### config.mk
export PLATFORM = sky130hd
export DESIGN_NAME = lkd_entry
export DESIGN_NICKNAME = d
export VERILOG_FILES = /design/src/lkd_pkg.sv /design/src/lkd_entry.sv
export SDC_FILE = /design/constraint.sdc
export NUM_CORES = 1
export LEC_CHECK = 0
export ABC_CLOCK_PERIOD_IN_PS = 3350
export BUFFER_PORTS_ARGS = -buffer_cell sky130_fd_sc_hd__buf_2
export CORE_MARGIN = 5
export CORE_UTILIZATION = 35
export DETAILED_ROUTE_END_ITERATION = 8
export GPL_ROUTABILITY_DRIVEN = 0
export PLACE_DENSITY = 0.65
export SETUP_SLACK_MARGIN = 0.3
export SLEW_MARGIN = 20
export SYNTH_ARGS = -nofsm -noshare
export SYNTH_HDL_FRONTEND = slang
export SYNTH_SLANG_ARGS = --single-unit
export TNS_END_PERCENT = 100
### constraint.sdc
create_clock -name clock -period 3.35 [get_ports clock]
set_input_delay 0.67 -clock clock [delete_from_list [all_inputs] [get_ports clock]]
set_output_delay 0.67 -clock clock [all_outputs]
set_load 0.02 [all_outputs]
### src/lkd_pkg.sv
// Shared package for the LRU key directory.
// Holds operation and status codes, fixed field widths and the entry command struct.
// No dependencies.
`default_nettype none

package lkd_pkg;

   localparam int KEY_W      = 64;
   localparam int TLEN_W     = 16;
   localparam int DSIZE_W    = 16;
   localparam int CAP_W      = 7;
   localparam int STATUS_W   = 3;
   localparam int REQ_DATA_W = 104;

   localparam logic OP_REMEMBER = 1'b0;
   localparam logic OP_LOOKUP   = 1'b1;

   localparam logic [STATUS_W-1:0] ST_REJECT = 3'd0;
   localparam logic [STATUS_W-1:0] ST_INSERT = 3'd1;
   localparam logic [STATUS_W-1:0] ST_UPDATE = 3'd2;
   localparam logic [STATUS_W-1:0] ST_EVICT  = 3'd3;
   localparam logic [STATUS_W-1:0] ST_HIT    = 3'd4;
   localparam logic [STATUS_W-1:0] ST_MISS   = 3'd5;

   localparam logic [CAP_W-1:0] CAP_RESET = 7'd64;

   // Broadcast to every entry cell when an item changes the directory.
   typedef struct packed {
      logic promote;       // existing entry moves to the front
      logic claim;         // new key takes the selected slot
      logic write_length;  // selected entry stores the new length
   } cell_cmd_type;

endpackage

`default_nettype wire

### src/lkd_entry.sv
// One directory entry: key, length, recency rank and valid mark.
// Compares its key against the query and updates its rank on every directory change.
// Depends on lkd_pkg.
`default_nettype none

module lkd_entry #(
   parameter int RANK_W = 6,
   parameter int LEN_W  = 11
) (
   input  wire logic                     clock,
   input  wire logic                     reset,
   input  wire logic                     update,
   input  wire lkd_pkg::cell_cmd_type    cmd,
   input  wire logic                     sel,
   input  wire logic [lkd_pkg::KEY_W-1:0] query_key,
   input  wire logic [LEN_W-1:0]         length_in,
   input  wire logic [RANK_W-1:0]        limit,
   input  wire logic [RANK_W-1:0]        last_rank,
   output logic                          valid,
   output logic                          match,
   output logic [lkd_pkg::KEY_W-1:0]     key_lru,
   output logic [LEN_W-1:0]              len_hit,
   output logic [RANK_W-1:0]             rank_hit
);

   logic                      valid_ff, valid_in;
   logic [lkd_pkg::KEY_W-1:0] key_ff, key_in;
   logic [LEN_W-1:0]          len_ff, len_in;
   logic [RANK_W-1:0]         rank_ff, rank_in;
   logic                      is_lru;

   assign valid    = valid_ff;
   assign match    = valid_ff && (key_ff == query_key);
   assign is_lru   = valid_ff && (rank_ff == last_rank);
   assign key_lru  = is_lru ? key_ff : '0;
   assign len_hit  = match ? len_ff : '0;
   assign rank_hit = match ? rank_ff : '0;

   always_comb begin
      valid_in = valid_ff;
      key_in   = key_ff;
      len_in   = len_ff;
      rank_in  = rank_ff;
      if (update) begin
         if (sel) begin
            rank_in = '0;
            if (cmd.write_length) begin
               len_in = length_in;
            end
            if (cmd.claim) begin
               valid_in = 1'b1;
               key_in   = query_key;
            end
         end else if (valid_ff) begin
            // A new key pushes every other entry back; a promotion only those ahead of it.
            if (cmd.claim || (cmd.promote && (rank_ff < limit))) begin
               rank_in = rank_ff + 1'b1;
            end
         end
      end
   end

   always_ff @(posedge clock) begin
      if (reset) begin
         valid_ff <= 1'b0;
      end else begin
         valid_ff <= valid_in;
      end
   end

   always_ff @(posedge clock) begin
      key_ff  <= key_in;
      len_ff  <= len_in;
      rank_ff <= rank_in;
   end

endmodule

`default_nettype wire
==> run metrics <==
routed via count 3213; placed insts 659; sequential area share after synthesis 0.581; Mean Syn Cell Area 12.5 um^2; Sequential Area 2450 um^2; vias in the first global route 3375; Die H 120 um; clk_lat worst skew 0.34 ns; Tot Pwr 2.41 mW; EDFF count, synth 81; kind of start point of the critical path input pin; Routed WL 11.3 mm; # setup viols final 0; count of final max-slew check failures 0; Layout Skew 0.00706 ns; Die ar. 14400 um^2; post-route setup TNS 0 ns; largest net degree at the start of global routing 66; io pins 177; Tmin final 2.99 ns; worst hold-check path type input pin to flip-flop; synth warn 0; cells along the critical path buf_2 > xnor2_1 > nand4_1 > nor4_4 > buf_4 > nand4_4 > clkbuf_16 > nor3_4 > buf_6; routed len/inst 16.7 um; Initial Util 0.355; Critical Path RT 2.68 ns; initial antenna violation count 1; Avg Vias per Cell 4.74; actual slew at the worst max-slew pin 0.517 ns; Relative slew margins 0.656; max incr delay on CP 0.29 ns; deepest clock path buffer count 2; layout cells sized above 1 0.429; Final Hold Fails 0; Max Cap Viol 0; ant diodes 0; slowest CP cell nor4_4; syn_nets 439; cts bufs inserted 9; H-tree depth 3; grt total ovfl 0; cell area after synthesis 4220 um^2; hold path depth 1; cell leakage power 2.63 nW; First DRT Iteration DRCs 150; Std-Cell Rows 40; core area 11900 um^2; worst vdd ir 0.194 mV; final worst-path setup slack 0.362 ns; DRT antenna net count 0; area taken by multi-input logic gates 1790 um^2; crit share post-route 0.892; Core Util, Final 0.500; Gate Count Post-Synth 339; post-synthesis cell type count 38; Layout Cells excl Fill 678; P per Cell Area 404 nW/um^2; port buffer count 176; first-pass GRT wire length 17.1 mm; final-layout fill cell count 1070; Setup Crit Path Kind input pin to output port; Num Clock Sinks 82; DR pass1 iterations 4; FMAX 335 MHz; Clock Tree Root clkbuf_16; Synth-to-Final Area Change 41.1%; CP arrival 2.32 ns; reg2reg path depth 5; nets 626; TritonCTS clock tree built; die width 120 um; status complete, no violations; flops & latches, synth 82; DRC Markers 0; Total GRT Usage 0.152; Setup crit end kind output port; Clk pin slew, worst setup/hold paths 0.06 ns; post-DP HPWL 8.39 mm; dominant synthesized flop cell edfxtp_1; Post-synth ARST share 0; Place WS 0.277 ns; RSZ-0062 raised after global routing yes; CP max FO 4
-- routing by layer --
layer | global-route usage | routed length, um | vias up
met5 | 0 | 13 | -
met4 | 0.0594 | 216 | 2
met3 | 0.0523 | 815 | 21
met2 | 0.249 | 5510 | 132
met1 | 0.184 | 4780 | 1502
li1 | - | - | 1556
-- critical path, delay by kind of cell --
kind | cells | cell delay [ns]
xor gates and xnor gates | 1 | 0.17
and+or+nand+nor | 4 | 0.82
buffers and inverters | 4 | 0.66
-- state kept, by name, indices dropped and copies added, names as in the netlist --
| name | cells |
|---|---|
| rank_ff | 6 |
| len_ff | 11 |
| valid | 1 |
| key_ff | 64 |
-- stage by stage --
step	cell area [um^2]	hold WS, ns
6_report	5960	0.505
5_1_grt	5960	0.493
4_1_cts	5620	0.488
3_5_place_dp	5330	0.574
3_3_place_gp	5330	0.572
2_1_floorplan	4220	0.598
-- area by class of cell --
cell class | count | share of cell area
sequential | 82 | 0.412
timing repair buffer | 185 | 0.189
inverter | 32 | 0.0202
multi-input combinational | 216 | 0.300
clock buffer | 10 | 0.0384
clock inverter | 6 | 0.00966
tap | 147 | 0.0309
-- cells in the mapped netlist (2+ instances only) --
| master | instances | area [um^2] |
|---|---|---|
| a2111o_1 | 2 | 22.5 |
| a22o_1 | 2 | 17.5 |
| and2_1 | 64 | 400 |
| and3_1 | 2 | 12.5 |
| clkbuf_1 | 7 | 26.3 |
| edfxtp_1 | 81 | 2430 |
| ha_1 | 6 | 75.1 |
| inv_1 | 32 | 120 |
| nand2b_1 | 10 | 62.6 |
| nand3_1 | 2 | 10.0 |
| nand4_1 | 12 | 75.1 |
| nor2_1 | 8 | 30.0 |
| nor2b_1 | 6 | 37.5 |
| nor3_1 | 10 | 50.1 |
| nor3_2 | 9 | 90.1 |
| nor4_1 | 3 | 18.8 |
| nor4_2 | 3 | 37.5 |
| o2111ai_1 | 4 | 35.0 |
| xnor2_1 | 52 | 455 |
| xor2_1 | 6 | 52.6 |
-- path summary, 6_finish.rpt --
kind	startpoint	endpoint	slack, ns
hold / removal	length_in[5]	len_ff[5]	0.50
setup / recovery	query_key[47]	rank_hit[1]	0.36
setup reg to reg	rank_ff[1]	rank_ff[2]	1.52
hold reg to reg	valid	valid	0.58
-- cell usage in the layout, fill, tap and decap left out, types with 3 or more instances in the layout --
master       n
and2_1      64
buf_12       3
buf_2      156
buf_4        9
buf_6       15
clkbuf_16   11
edfxtp_1    81
ha_1         6
inv_1       32
nand2b_1    10
nand4_1     12
nor2_1       8
nor2b_1      6
nor3_2       6
nor3_4      11
nor4_4       3
o2111ai_1    4
xnor2_1     48
xnor2_2      4
xor2_1       6
-- logic make-up (layout without fill, tap and decap cells) --
group	after synthesis	in the layout	synth area share
flops	82	82	0.581
simple gates	135	135	0.207
xor+xnor	58	58	0.120
fa+ha+maj	6	6	0.0178
compound gates	17	17	0.0335
buf+inv	41	233	0.0406
-- repair_timing --
action,CTS,global route
buffers inserted,0,0
endpoints found under the hold margin,0,0
resized for setup,1,61
hold buffers,0,0
cloned,0,3
endpoints found under the setup margin,5,18
pin swaps,2,12
-- power by group --
part / internal (mW) / switching [mW] / leakage (nW)
logic: 0.115 / 0.116 / 1.74
clock network: 0.571 / 0.386 / 0.134
registers: 1.19 / 0.0340 / 0.755
total: 1.87 / 0.535 / 2.63
Power figures use the tool's default switching activity.
